[src/rtl/dpg_pkg.sv]
`default_nettype none

package dpg_pkg;

  // Field widths
  localparam int CMD_W   = 2;
  localparam int IDX_W   = 8;
  localparam int ADDR_W  = 32;
  localparam int PC_W    = 8;
  localparam int BPP_W   = 12;
  localparam int OFF_W   = 20;
  localparam int BLK_W   = 4;
  localparam int WORD_W  = 32;
  localparam int CFG_IDX_W = 2;

  // Default geometry (both must be powers of two)
  localparam int DEF_PAGE_BYTES = 4096;
  localparam int DEF_MAX_PAGES  = 256;

  // Configuration reset values
  localparam logic [PC_W-1:0]   RST_PERIOD_COUNT     = 8'd2;
  localparam logic [BPP_W-1:0]  RST_BYTES_PER_PERIOD = 12'd32;
  localparam logic [ADDR_W-1:0] RST_PROGRAM_BASE     = 32'd0;

  // Configuration register indexes
  localparam logic [CFG_IDX_W-1:0] REG_PERIOD_COUNT     = 2'd0;
  localparam logic [CFG_IDX_W-1:0] REG_BYTES_PER_PERIOD = 2'd1;
  localparam logic [CFG_IDX_W-1:0] REG_PROGRAM_BASE     = 2'd2;

  // Opcodes and sync kinds
  localparam logic [3:0] OP_WRITE = 4'h1;
  localparam logic [3:0] OP_JUMP  = 4'h7;
  localparam logic [3:0] OP_SYNC  = 4'h8;
  localparam logic [3:0] SYNC_FM1 = 4'h6;
  localparam logic [3:0] SYNC_VRO = 4'hc;

  typedef enum logic [CMD_W-1:0] {
    CMD_LOAD,
    CMD_RESTART,
    CMD_NEXT
  } cmd_t;

  typedef enum logic [1:0] {
    PH_START,
    PH_WRITE,
    PH_END,
    PH_JUMP
  } phase_t;

  typedef enum logic [1:0] {
    ST_IDLE,
    ST_DIV,
    ST_OUT
  } ctl_state_t;

  typedef struct packed {
    logic busy;
    logic done;
  } div_status_t;

  function automatic logic [WORD_W-1:0] sync_word(input logic [3:0] kind);
    sync_word = {OP_SYNC, 24'd0, kind};
  endfunction

endpackage

`default_nettype wire

[src/rtl/dpg_div.sv]
`default_nettype none

// Block number (num * 16) / den, one restoring step per cycle.
module dpg_div
  import dpg_pkg::*;
(
  input  wire logic              clk,
  input  wire logic              rst_n,
  input  wire logic              start,
  input  wire logic [PC_W-1:0]   num,
  input  wire logic [PC_W-1:0]   den,
  output logic      [BLK_W-1:0]  quot,
  output div_status_t            status
);

  localparam int CNT_W = $clog2(BLK_W);

  logic [PC_W-1:0]  rem_r;
  logic [PC_W-1:0]  rem_nxt;
  logic [BLK_W-1:0] quot_r;
  logic [BLK_W-1:0] quot_nxt;
  logic [CNT_W-1:0] cnt_r;
  logic             busy_r;
  logic             done_r;
  logic [PC_W:0]    shifted;
  logic             take;

  // Shared compare and subtract
  always_comb begin
    shifted  = {rem_r, 1'b0};
    take     = (shifted >= {1'b0, den});
    rem_nxt  = take ? PC_W'(shifted - {1'b0, den}) : PC_W'(shifted);
    quot_nxt = {quot_r[BLK_W-2:0], take};
  end

  always_ff @(posedge clk) begin
    if (!rst_n) begin
      busy_r <= 1'b0;
      done_r <= 1'b0;
      cnt_r  <= '0;
    end else begin
      done_r <= 1'b0;
      if (start) begin
        busy_r <= 1'b1;
        cnt_r  <= '0;
      end else if (busy_r) begin
        cnt_r <= cnt_r + 1'b1;
        if (cnt_r == CNT_W'(BLK_W - 1)) begin
          busy_r <= 1'b0;
          done_r <= 1'b1;
        end
      end
    end
  end

  always_ff @(posedge clk) begin
    if (start) begin
      rem_r  <= num;
      quot_r <= '0;
    end else if (busy_r) begin
      rem_r  <= rem_nxt;
      quot_r <= quot_nxt;
    end
  end

  assign quot        = quot_r;
  assign status.busy = busy_r;
  assign status.done = done_r;

`ifndef SYNTH
  a_done_after_busy: assert property (@(posedge clk) disable iff (!rst_n)
    done_r |-> $past(busy_r))
    else $error("divider done without a running division");
  a_no_restart: assert property (@(posedge clk) disable iff (!rst_n)
    start |-> !busy_r)
    else $error("divider started while busy");
  a_finish: assert property (@(posedge clk) disable iff (!rst_n)
    (busy_r && !start && cnt_r == CNT_W'(BLK_W - 1)) |=> (done_r && !busy_r))
    else $error("divider missed its last step");
`endif

endmodule

`default_nettype wire

[config.mk]
export PLATFORM = sky130hd
export DESIGN_NAME = dpg_div
export DESIGN_NICKNAME = d
export VERILOG_FILES = /design/src/rtl/dpg_pkg.sv /design/src/rtl/dpg_div.sv
export SDC_FILE = /design/constraint.sdc
export NUM_CORES = 1
export LEC_CHECK = 0
export ABC_AREA = 1
export BUFFER_PORTS_ARGS = -buffer_cell sky130_fd_sc_hd__buf_2
export CAP_MARGIN = 20
export CORE_ASPECT_RATIO = 1.4
export CORE_MARGIN = 2
export CORE_UTILIZATION = 55
export CTS_CLUSTER_DIAMETER = 120
export DETAILED_ROUTE_END_ITERATION = 6
export PLACE_DENSITY = 0.79
export SLEW_MARGIN = 20
export SYNTH_ARGS = -nofsm -noshare
export SYNTH_HDL_FRONTEND = slang
export SYNTH_SLANG_ARGS = --single-unit
[constraint.sdc]
create_clock -name clk -period 2.13 [get_ports clk]
set_input_delay 0 -clock clk [delete_from_list [all_inputs] [get_ports clk]]
set_output_delay 0 -clock clk [all_outputs]
set_load 0.02 [all_outputs]
==> results of run 1 <==
## how the worst max path moves through the flow
stage | cells past startpoint | to | slack (ns) | startpoint
finish | 10 | rem_r[4]$_DFFE_PP_ | 0.30 | rem_r[0]$_DFFE_PP_
global route | 10 | rem_r[2]$_DFFE_PP_ | 0.13 | rem_r[0]$_DFFE_PP_
CTS | 10 | rem_r[7]$_DFFE_PP_ | 0.29 | rem_r[0]$_DFFE_PP_
detailed placement | 10 | rem_r[2]$_DFFE_PP_ | 0.30 | rem_r[0]$_DFFE_PP_
global placement | 10 | rem_r[2]$_DFFE_PP_ | 0.35 | rem_r[0]$_DFFE_PP_
floorplan | 10 | rem_r[7]$_DFFE_PP_ | 0.43 | rem_r[0]$_DFFE_PP_
## area by class of cell
cell class | instances | area, µm² | share of cell area (%)
repair buffers | 33 | 210 | 13.7
well taps | 22 | 27.5 | 1.79
inverters | 29 | 109 | 7.08
flip-flops and latches | 16 | 400 | 26.0
multi-input cells | 114 | 768 | 50.0
clock buffers | 3 | 22.5 | 1.46
## flip-flops by register name, indices dropped and copies added (netlist names)
name / cells
done_r: 1
cnt_r: 2
rem_r: 8
quot: 4
busy_r: 1
## cells in the mapped netlist
| cell type | count |
|---|---|
| o21ai_0 | 1 |
| o22ai_1 | 2 |
| buf_2 | 1 |
| nand3_4 | 1 |
| clkbuf_8 | 1 |
| nor2_8 | 1 |
| xnor2_1 | 1 |
| nand3b_1 | 7 |
| nand3_1 | 8 |
| nand2_4 | 1 |
| inv_2 | 2 |
| or2_4 | 1 |
| fa_1 | 1 |
| buf_4 | 2 |
| nand2_8 | 2 |
| o21ai_2 | 1 |
| a21oi_1 | 4 |
| nand2_1 | 39 |
| clkinv_1 | 1 |
| nand4_1 | 1 |
| xor2_1 | 3 |
| ha_1 | 9 |
| nand3_2 | 7 |
| nand2_2 | 14 |
| inv_1 | 26 |
| nor2_1 | 8 |
| edfxtp_1 | 8 |
| dfxtp_1 | 8 |
| nor3_4 | 1 |
| a211oi_1 | 1 |
## worst max-delay path: cells and delay by family (launching register included)
family	cells	cell delay, ns
adders and majority gates	2	0.50
buffers and inverters	1	0.06
DFF	1	0.40
and+or+nand+nor	7	0.63
## routing by layer
| layer | vias up | track usage (%) |
|---|---|---|
| met3 | 10 | 1.16 |
| met5 | - | 0 |
| met1 | 498 | 23.4 |
| met4 | 0 | 16.8 |
| li1 | 581 | - |
| met2 | 26 | 40.0 |
## through the flow
step / total power (µW) / cells
6_report: 1050 / 217
2_1_floorplan: 801 / 163
5_1_grt: 1140 / 217
3_5_place_dp: 896 / 205
3_3_place_gp: 880 / 205
4_1_cts: 1070 / 217
## cell usage in the layout, fill, tap and decap left out, drive strengths merged
cell type / n
or2: 1
nand2: 56
nor3: 1
clkbuf: 3
edfxtp: 8
clkinv: 1
nand4: 1
fa: 1
inv: 28
ha: 9
nand3: 16
nor2: 9
xor2: 3
xnor2: 1
a211oi: 1
dlygate4sd3: 9
dfxtp: 8
a21oi: 4
buf: 24
o21ai: 2
o22ai: 2
nand3b: 7
## logic make-up (layout without fill, tap and decap cells)
group	after synthesis	after routing	synth area share (%)
XOR/XNOR	4	4	2.67
adder cells (fa/ha/maj)	10	10	10.1
buffers and inverters	33	65	10.9
AND/OR/NAND/NOR	91	91	41.7
flip-flops	16	16	30.5
AO/OA/AOI/OAI	9	9	4.10
## power by group through the flow
stage	Sequential, µW	Combinational (µW)	Clock (µW)
CTS	391	515	159
global route	396	572	171
global placement	397	483	0
finish	391	511	152
detailed placement	398	499	0
floorplan	394	408	0
## timing repair
item                      4_1_cts  5_1_grt
hold buffers                    9        0
resized for setup               0        0
hold endpoints to repair       11        0
==> metrics.md, run 1 <==
| Metric | Value |
|---|---|
| Pin count of the biggest net entering global routing | `13` |
| Critical path fanouts, max | `8` |
| Total gr overflow | `0` |
| First-pass GRT wire length | `4410 µm` |
| Fin crit share | `86.0%` |
| Rel. slew slack | `68.3%` |
| Die Area | `2800 µm²` |
| Vias per cell | `5.14` |
| TritonCTS Sinks | `16` |
| Top sig layer | `met4` |
| Worst hold path startpoint | `den[0]` |
| Mapped Area | `1310 µm²` |
| Share of cells above drive strength 1 | `29.7%` |
| Placement Setup Slack | `0.303 ns` |
| DRC viols | `0` |
| Num CTS Buffers | `3` |
| Min Tclk post-route | `1.83 ns` |
| CTS tree | `yes` |
| Outcome | `finished, final reports clean` |
| Die height | `61.8 µm` |
| Sw frac | `39.6%` |
| Root Buffer | `clkbuf_4` |
| I/O pin count | `25` |
| Met2 wire length | `1390 µm` |
| DR vias | `1,115` |
| Clk_lat worst skew | `0.28 ns` |
| Metal-1 WL | `997 µm` |
| Post-route ant nets | `0` |
| Final Skew | `0.00868 ns` |
| Crit path kind | `reg2reg` |
| Post-CTS Setup Bufs | `0` |
| Synthesized netlist cell count | `163` |
| Synthesized net count | `192` |
| Endpoints failing hold | `0` |
| Core area | `2230 µm²` |
| Switching power | `418 µW` |
| H-tree levels | `1` |
| FF+latch count, synth | `16` |
| Syn_area_per_cell | `8.04 µm²` |
| Combinational power share | `48.5%` |
| WHS | `0.0621 ns` |
| Met3 wire len | `56 µm` |
| R2R setup slack | `0.30 ns` |
| DP HPWL | `2090 µm` |
| Final core utilization | `69.0%` |
| Internal Power | `636 µW` |
| Drt pass-1 iters | `4` |
| Crit-path slowest cell | `edfxtp_1` |
| Startpoint types | `register` |
| WHS Endpoint | `rem_r[0]$_DFFE_PP_` |
| Layout Nets | `226` |
| Cells on worst reg2reg path | `10` |
| Final worst slack | `0.298 ns` |
| Vias in the first global route | `1,084` |
| RSZ-0062 raised after global routing | `false` |
| Clk buf depth | `2` |
| Overall routing resource usage | `22.0%` |
| Post-synth cell types | `30` |
| Slew Viols, Final | `0` |
| Crit path DAT | `1.87 ns` |
| Max cap viols | `0` |
| Worst r2r src | `rem_r[0]$_DFFE_PP_` |
| Peak VDD IR | `0.000483 V` |
| Fmax | `546 MHz` |
| Placed cell area | `1430 µm²` |
| Clock share of power | `14.4%` |
| Antenna violations before repair | `0` |
| Crit. End Element | `register` |
| WL final | `2550 µm` |
| Antenna Cells | `0` |
| Die Width | `45.3 µm` |
| Port bufs | `24` |
| Drt initial violations | `6` |
| Rows | `20` |
| Crit path required time | `2.17 ns` |
| Gpl congestion | `0.869` |
| Crit path largest cell delay | `0.40 ns` |
| Power per cell area | `686 nW/µm²` |
| Fin area | `1540 µm²` |
| Routed WL per cell | `11.7 µm` |
| Cell Chain, Critical Path | `ha_1 -> ha_1 -> inv_1 -> nor2_1 -> nand2_1 -> nand2_2 -> nor2_8 -> nand3b_1 -> nand3_2 -> nand2_1` |
| Register area share after synthesis | `30.5%` |
| Sum Neg Setup Slack | `0 ns` |
| Flop pwr share | `37.1%` |
| Tightest Pin Transition | `0.476 ns` |
| Ys Warns | `0` |
| Synth area leaders | `edfxtp_1, dfxtp_1, nand2_1` |
| Clock transition at path regs | `0.09 ns` |
| Cell accounting for the most synthesized area | `edfxtp_1` |
| Synth-to-Final Area Change | `17.3%` |
| Reg2reg end | `rem_r[4]$_DFFE_PP_` |
| Finish-stage setup viols | `0` |
| Top cell type's share of synthesized area | `18.3%` |
| Hold crit path type | `in2reg` |
| Hold-critical path depth | `3` |
| Cell leakage power | `0.000786 µW` |
| Initial Util | `58.9%` |
| Fillers | `198` |
Power figures use the tool's default switching activity.
==> run 2: changes to the inputs <==
--- a/config.mk
+++ b/config.mk
@@ -13,6 +13,7 @@
 export CORE_UTILIZATION = 55
 export CTS_CLUSTER_DIAMETER = 120
 export DETAILED_ROUTE_END_ITERATION = 6
+export HOLD_SLACK_MARGIN = 0.12
 export PLACE_DENSITY = 0.79
 export SLEW_MARGIN = 20
 export SYNTH_ARGS = -nofsm -noshare
==> metrics.md, run 2 (synthesis gave the netlist of run 1 again) <==
| Metric | Value |
|---|---|
| Fillers | `194 (-2.0%)` |
| WL final | `2610 µm (+2.5%)` |
| Core area | `2230 µm² (unchanged)` |
| Met1 usage | `24.1% (+0.74 points)` |
| Placement Setup Slack | `0.303 ns (unchanged)` |
| Post-route ant nets | `0 (unchanged)` |
| Commonest non-fill, non-tap cell in the layout | `nand2_1` |
| Post-CTS sizing | `0 (unchanged)` |
| Met2 GRT Util | `40.6% (+0.61 points)` |
| Total gr overflow | `0 (unchanged)` |
| Met3 GRT Util | `1.16% (unchanged)` |
| Switching power | `419 µW (+0.26%)` |
| Die height | `61.8 µm (unchanged)` |
| Post-CTS Setup Bufs | `0 (unchanged)` |
| GRT Max-Usage Layer | `met2` |
| Share of cells above drive strength 1 | `29.4% (-0.30 points)` |
| Internal Power | `639 µW (+0.37%)` |
| Tightest Pin Transition | `0.474 ns (-0.00127 ns)` |
| Clock transition at path regs | `0.09 ns (about the same)` |
| First-pass GRT wire length | `4500 µm (+2.0%)` |
| Routed WL per cell | `11.9 µm (+1.6%)` |
| DRC viols | `0 (unchanged)` |
| Clk_lat worst skew | `0.28 ns (about the same)` |
| TritonCTS Sinks | `16 (unchanged)` |
| Peak VDD IR | `0.000483 V (about the same)` |
| Final worst slack | `0.297 ns (-0.000818 ns)` |
| Rel. slew slack | `68.3% (+0.085 points)` |
| WP buf/inv | `1 (unchanged)` |
| Hold crit path type | `in2reg` |
| Fin crit share | `86.1% (about the same)` |
| Drt pass-1 iters | `4 (unchanged)` |
| Critical path fanouts, max | `8 (unchanged)` |
| Cells on worst reg2reg path | `10 (unchanged)` |
| Largest Register | `rem_r` |
| Largest register FFs | `8 (unchanged)` |
| Min Tclk post-route | `1.83 ns (+0.000818 ns)` |
| DR vias | `1,122 (+0.63%)` |
| Endpoints failing hold | `0 (unchanged)` |
| RSZ-0062 raised after global routing | `false` |
| Power per cell area | `679 nW/µm² (-0.96%)` |
| Sw frac | `39.6% (about the same)` |
| Antenna violations before repair | `0 (unchanged)` |
| Cell Chain, Critical Path | `ha_1 -> ha_1 -> inv_1 -> nor2_1 -> nand2_1 -> nand2_2 -> nor2_8 -> nand3b_1 -> nand3_2 -> nand2_1` |
| Rows | `20 (unchanged)` |
| Drt initial violations | `20 (+14)` |
| Flop pwr share | `36.9% (-0.2 points)` |
| Vias in the first global route | `1,097 (+1.2%)` |
| Initial Util | `58.9% (unchanged)` |
| Overall routing resource usage | `22.4% (+0.42 points)` |
| Fmax | `545 MHz (about the same)` |
| Area occupied by multi-input gates | `768 µm² (unchanged)` |
| Crit-path slowest cell | `edfxtp_1` |
| Num CTS Buffers | `3 (unchanged)` |
| Gpl congestion | `0.869 (unchanged)` |
| Finish-stage setup viols | `0 (unchanged)` |
| DP Cell Count | `205 (unchanged)` |
| Cell leakage power | `0.000795 µW (+1.1%)` |
| Combinational power share | `48.7% (+0.2 points)` |
| Crit-path leading delay family | `simple AND/OR/NAND/NOR gates` |
| Slew Viols, Final | `0 (unchanged)` |
| Placed cell area | `1430 µm² (unchanged)` |
| Synth-to-Final Area Change | `18.8%` |
| Fin area | `1560 µm² (+1.3%)` |
| Clk buf depth | `2 (unchanged)` |
| Stages on worst setup path | `10 (unchanged)` |
| Vias per cell | `5.12 (-0.29%)` |
| DP HPWL | `2090 µm (unchanged)` |
| Startpoint types | `register` |
| Root Buffer | `clkbuf_4` |
| Non-filler cells, final | `219 (+0.92%)` |
| Clock share of power | `14.4% (about the same)` |
| Die Width | `45.3 µm (unchanged)` |
| Port bufs | `24 (unchanged)` |
| Max cap viols | `0 (unchanged)` |
| Outcome | `finished, final reports clean` |
| Antenna Cells | `0 (unchanged)` |
| Most frequent cells in the layout | `nand2_1, inv_1, buf_2, nand2_2, dlygate4sd3_1` |
| Die Area | `2800 µm² (unchanged)` |
| Sum Neg Setup Slack | `0 ns (unchanged)` |
| Crit path kind | `reg2reg` |
| Reg area | `400 µm² (unchanged)` |
| Layout Nets | `228 (+0.88%)` |
| R2R setup slack | `0.30 ns (about the same)` |
| Crit path required time | `2.17 ns (about the same)` |
| Reg2reg end | `rem_r[4]$_DFFE_PP_` |
| Worst r2r src | `rem_r[0]$_DFFE_PP_` |
| H-tree levels | `1 (unchanged)` |
| Crit path largest cell delay | `0.40 ns (about the same)` |
| CTS tree | `yes` |
| Worst hold path startpoint | `den[1]` |
| I/O pin count | `25 (unchanged)` |
| Crit path DAT | `1.87 ns (about the same)` |
| Final Skew | `0.00907 ns (+0.000393 ns)` |
| Crit. End Element | `register` |
| Pin count of the biggest net entering global routing | `13 (unchanged)` |
| WHS Endpoint | `rem_r[1]$_DFFE_PP_` |
| Hold-critical path depth | `5 (+2)` |
## run 2: changes by cell type in the layout (fill, tap and decap cells not counted)
cell	delta
dlygate4sd3_1	+2
## run 2: worst min-delay path, cell delays in order
cell and delay, ns:
buf_2 0.10, fa_1 0.18, nand2_2 0.05, nand3_1 0.06, nand2_1 0.05
## run 2: repair_timing
action                                  CTS  global route
hold buffers                             11             0
endpoints found under the setup margin    0             0
hold endpoints to repair                 12             0
## run 2: per-layer routing
metal,part of all wire (%),vias to the layer above
li1,-,585
met1,40,508
met2,55,21
met3,1.7,8
met4,3.7,0
met5,0,-
## run 2: final cells by class
| cell class | instances | share of cell area [%] |
|---|---|---|
| multi-input combinational | 114 | 49.3 |
| inverter | 29 | 6.99 |
| timing repair buffer | 35 | 14.8 |
| sequential | 16 | 25.7 |
| tap | 22 | 1.77 |
| clock buffer | 3 | 1.45 |
## run 2: power by group through the flow
stage,Sequential (µW),Combinational (µW),Clock (µW)
6_report,391,515,152
5_1_grt,396,575,171
4_1_cts,391,518,159
3_5_place_dp,398,499,0
3_3_place_gp,397,483,0
2_1_floorplan,394,408,0
## run 2: worst max-delay path by stage
stage	startpoint	end	slack [ns]
3_3_place_gp	rem_r[0]$_DFFE_PP_	rem_r[2]$_DFFE_PP_	0.35
2_1_floorplan	rem_r[0]$_DFFE_PP_	rem_r[7]$_DFFE_PP_	0.43
3_5_place_dp	rem_r[0]$_DFFE_PP_	rem_r[2]$_DFFE_PP_	0.30
5_1_grt	rem_r[0]$_DFFE_PP_	rem_r[2]$_DFFE_PP_	0.13
6_report	rem_r[0]$_DFFE_PP_	rem_r[4]$_DFFE_PP_	0.30
4_1_cts	rem_r[0]$_DFFE_PP_	rem_r[7]$_DFFE_PP_	0.29
## run 2: stage by stage
step / hold slack, ns / util [%] / total power, µW
5_1_grt: 0.339 / 69.9 / 1140
6_report: 0.307 / 69.9 / 1060
2_1_floorplan: 0.119 / - / 801
3_5_place_dp: 0.260 / 64.0 / 896
4_1_cts: 0.303 / 69.9 / 1070
3_3_place_gp: 0.251 / 64.0 / 880
==> run 3: changes to the inputs <==
--- a/config.mk
+++ b/config.mk
@@ -8,13 +8,16 @@
 export ABC_AREA = 1
 export BUFFER_PORTS_ARGS = -buffer_cell sky130_fd_sc_hd__buf_2
 export CAP_MARGIN = 20
+export CELL_PAD_IN_SITES_DETAIL_PLACEMENT = 0
+export CELL_PAD_IN_SITES_GLOBAL_PLACEMENT = 1
 export CORE_ASPECT_RATIO = 1.4
 export CORE_MARGIN = 2
-export CORE_UTILIZATION = 55
+export CORE_UTILIZATION = 40
 export CTS_CLUSTER_DIAMETER = 120
 export DETAILED_ROUTE_END_ITERATION = 6
+export GPL_TIMING_DRIVEN = 0
 export HOLD_SLACK_MARGIN = 0.12
-export PLACE_DENSITY = 0.79
+export PLACE_DENSITY_LB_ADDON = 0.1
 export SLEW_MARGIN = 20
 export SYNTH_ARGS = -nofsm -noshare
 export SYNTH_HDL_FRONTEND = slang
==> metrics.md, run 3 (synthesis gave the netlist of run 1 again) <==
| Metric | Value |
|---|---|
| Power per cell area | `717 nW/µm² (+5.6%)` |
| Sum Neg Setup Slack | `0 ns (unchanged)` |
| Die Area | `3760 µm² (+34%)` |
| RSZ-0062 raised after global routing | `false` |
| Root Buffer | `clkbuf_8` |
| TritonCTS Sinks | `16 (unchanged)` |
| Overall routing resource usage | `16.2% (-6.2 points)` |
| Antenna violations before repair | `0 (unchanged)` |
| I/O pin count | `25 (unchanged)` |
| Share of cells above drive strength 1 | `31.0% (+1.6 points)` |
| Cell leakage power | `0.000823 µW (+3.6%)` |
| Layout Nets | `230 (+0.88%)` |
| First-pass GRT wire length | `4750 µm (+5.7%)` |
| Crit path DAT | `1.88 ns (about the same)` |
| Rel. slew slack | `69.4% (+1.0 points)` |
| Met3 GRT Util | `1.25% (+0.094 points)` |
| Critical path fanouts, max | `8 (unchanged)` |
| Clk buf depth | `2 (unchanged)` |
| Commonest non-fill, non-tap cell in the layout | `nand2_1` |
| Clock transition at path regs | `0.06 ns (-0.03 ns)` |
| Final Skew | `0.00140 ns (-0.00767 ns)` |
| Post-CTS Setup Bufs | `0 (unchanged)` |
| Max cap viols | `0 (unchanged)` |
| Slew Viols, Final | `0 (unchanged)` |
| Final worst slack | `0.259 ns (-0.0376 ns)` |
| Num CTS Buffers | `3 (unchanged)` |
| Reg2reg end | `rem_r[1]$_DFFE_PP_` |
| Drt pass-1 iters | `4 (unchanged)` |
| Die Width | `52.4 µm (+16%)` |
| Met1 usage | `19.1% (-5.0 points)` |
| GRT Max-Usage Layer | `met2` |
| Outcome | `finished, final reports clean` |
| DP Cell Count | `225 (+9.8%)` |
| Port bufs | `23 (-4.2%)` |
| Critical path destination | `rem_r[1]$_DFFE_PP_` |
| Crit path launch | `rem_r[0]$_DFFE_PP_` |
| H-tree levels | `1 (unchanged)` |
| DRC viols | `0 (unchanged)` |
| Core area | `3120 µm² (+40%)` |
| Drt initial violations | `17 (-15%)` |
| Non-filler cells, final | `239 (+9.1%)` |
| Hold crit path type | `in2reg` |
| Most frequent cells in the layout | `nand2_1, inv_1, buf_2, nand2_2, dlygate4sd3_1` |
| Fmax | `535 MHz (-2.0%)` |
| Routed WL per cell | `11.0 µm (-7.8%)` |
| Endpoints failing hold | `0 (unchanged)` |
| WL final | `2630 µm (+0.65%)` |
| Finish-stage setup viols | `0 (unchanged)` |
| DP HPWL | `2120 µm (+1.4%)` |
| Cells on worst reg2reg path | `10 (unchanged)` |
| Fin crit share | `87.8% (+1.8 points)` |
| Crit. End Element | `register` |
| R2R setup slack | `0.26 ns (-0.04 ns)` |
| Synth-to-Final Area Change | `24.3%` |
| Vias per cell | `4.58 (-11%)` |
| Peak VDD IR | `0.000423 V (-12%)` |
| Startpoint types | `register` |
| Gpl congestion | `0.682 (-22%)` |
| Total gr overflow | `0 (unchanged)` |
| Vias in the first global route | `1,135 (+3.5%)` |
| Min Tclk post-route | `1.87 ns (+0.0376 ns)` |
| Post-route ant nets | `0 (unchanged)` |
| Rows | `24 (+20%)` |
| Largest Register | `rem_r` |
| Largest register FFs | `8 (unchanged)` |
| Placement Setup Slack | `0.237 ns (-0.0663 ns)` |
| Crit path kind | `reg2reg` |
| Met2 GRT Util | `30.4% (-10 points)` |
| Tightest Pin Transition | `0.459 ns (-0.0155 ns)` |
| Crit path required time | `2.14 ns (-0.03 ns)` |
| DR vias | `1,095 (-2.4%)` |
| Clk_lat worst skew | `0.25 ns (-0.03 ns)` |
| Die height | `71.7 µm (+16%)` |
| CTS tree | `yes` |
| Worst r2r src | `rem_r[0]$_DFFE_PP_` |
| Initial Util | `42.0% (-17 points)` |
| Antenna Cells | `0 (unchanged)` |
| Pin count of the biggest net entering global routing | `13 (unchanged)` |
-- run 3: worst max-delay path, cell delays in order, from the launching register on --
cell and delay [ns]:
edfxtp_1 0.41, ha_1 0.31, ha_1 0.19, inv_1 0.06
nor2_1 0.04, nand2_1 0.07, nand2_2 0.09, nor2_8 0.21
nand3_1 0.12, nand3_1 0.09, nand2_1 0.04
-- run 3: per-layer routing --
layer / routed length [µm] / vias to the layer above
li1: - / 586
met2: 1450 / 14
met5: 0 / -
met1: 1130 / 493
met3: 40 / 2
met4: 12 / 0
-- run 3: area by class of cell --
cell class / count / area, µm²
tap: 39 / 48.8
multi-input combinational: 114 / 768
timing repair buffer: 33 / 215
buffer: 4 / 33.8
fill: 348 / 1490
clock buffer: 4 / 55.1
sequential: 16 / 400
inverter: 29 / 109
-- run 3: metrics by stage --
stage	hold slack, ns	area [µm²]	power [µW]	util, %
2_1_floorplan	0.119	1310	801	-
3_3_place_gp	0.251	1480	889	47.2
3_5_place_dp	0.259	1480	899	47.2
4_1_cts	0.160	1630	1180	52.2
5_1_grt	0.199	1630	1260	52.2
6_report	0.159	1630	1170	52.2
-- run 3: report_power, final --
| group | internal [µW] | switching (µW) |
|---|---|---|
| Sequential | 368 | 21.8 |
| Combinational | 208 | 303 |
| Clock | 164 | 106 |
| Total | 739 | 430 |
-- run 3: how the worst min path moves through the flow --
stage                     depth (start not counted)                  to   from  slack (ns)
after floorplan                                   2   done_r$_SDFF_PP0_  rst_n        0.12
after global placement                            3   busy_r$_SDFF_PN0_  rst_n        0.25
after detailed placement                          3   done_r$_SDFF_PP0_  rst_n        0.26
after CTS                                         3  rem_r[1]$_DFFE_PP_  start        0.16
after global routing                              3  rem_r[2]$_DFFE_PP_  start        0.20
final                                             3  rem_r[4]$_DFFE_PP_  start        0.16
-- run 3: repair_timing --
item	CTS	global route
hold endpoints to repair	12	0
gates resized for setup	0	0
hold buffers	10	0
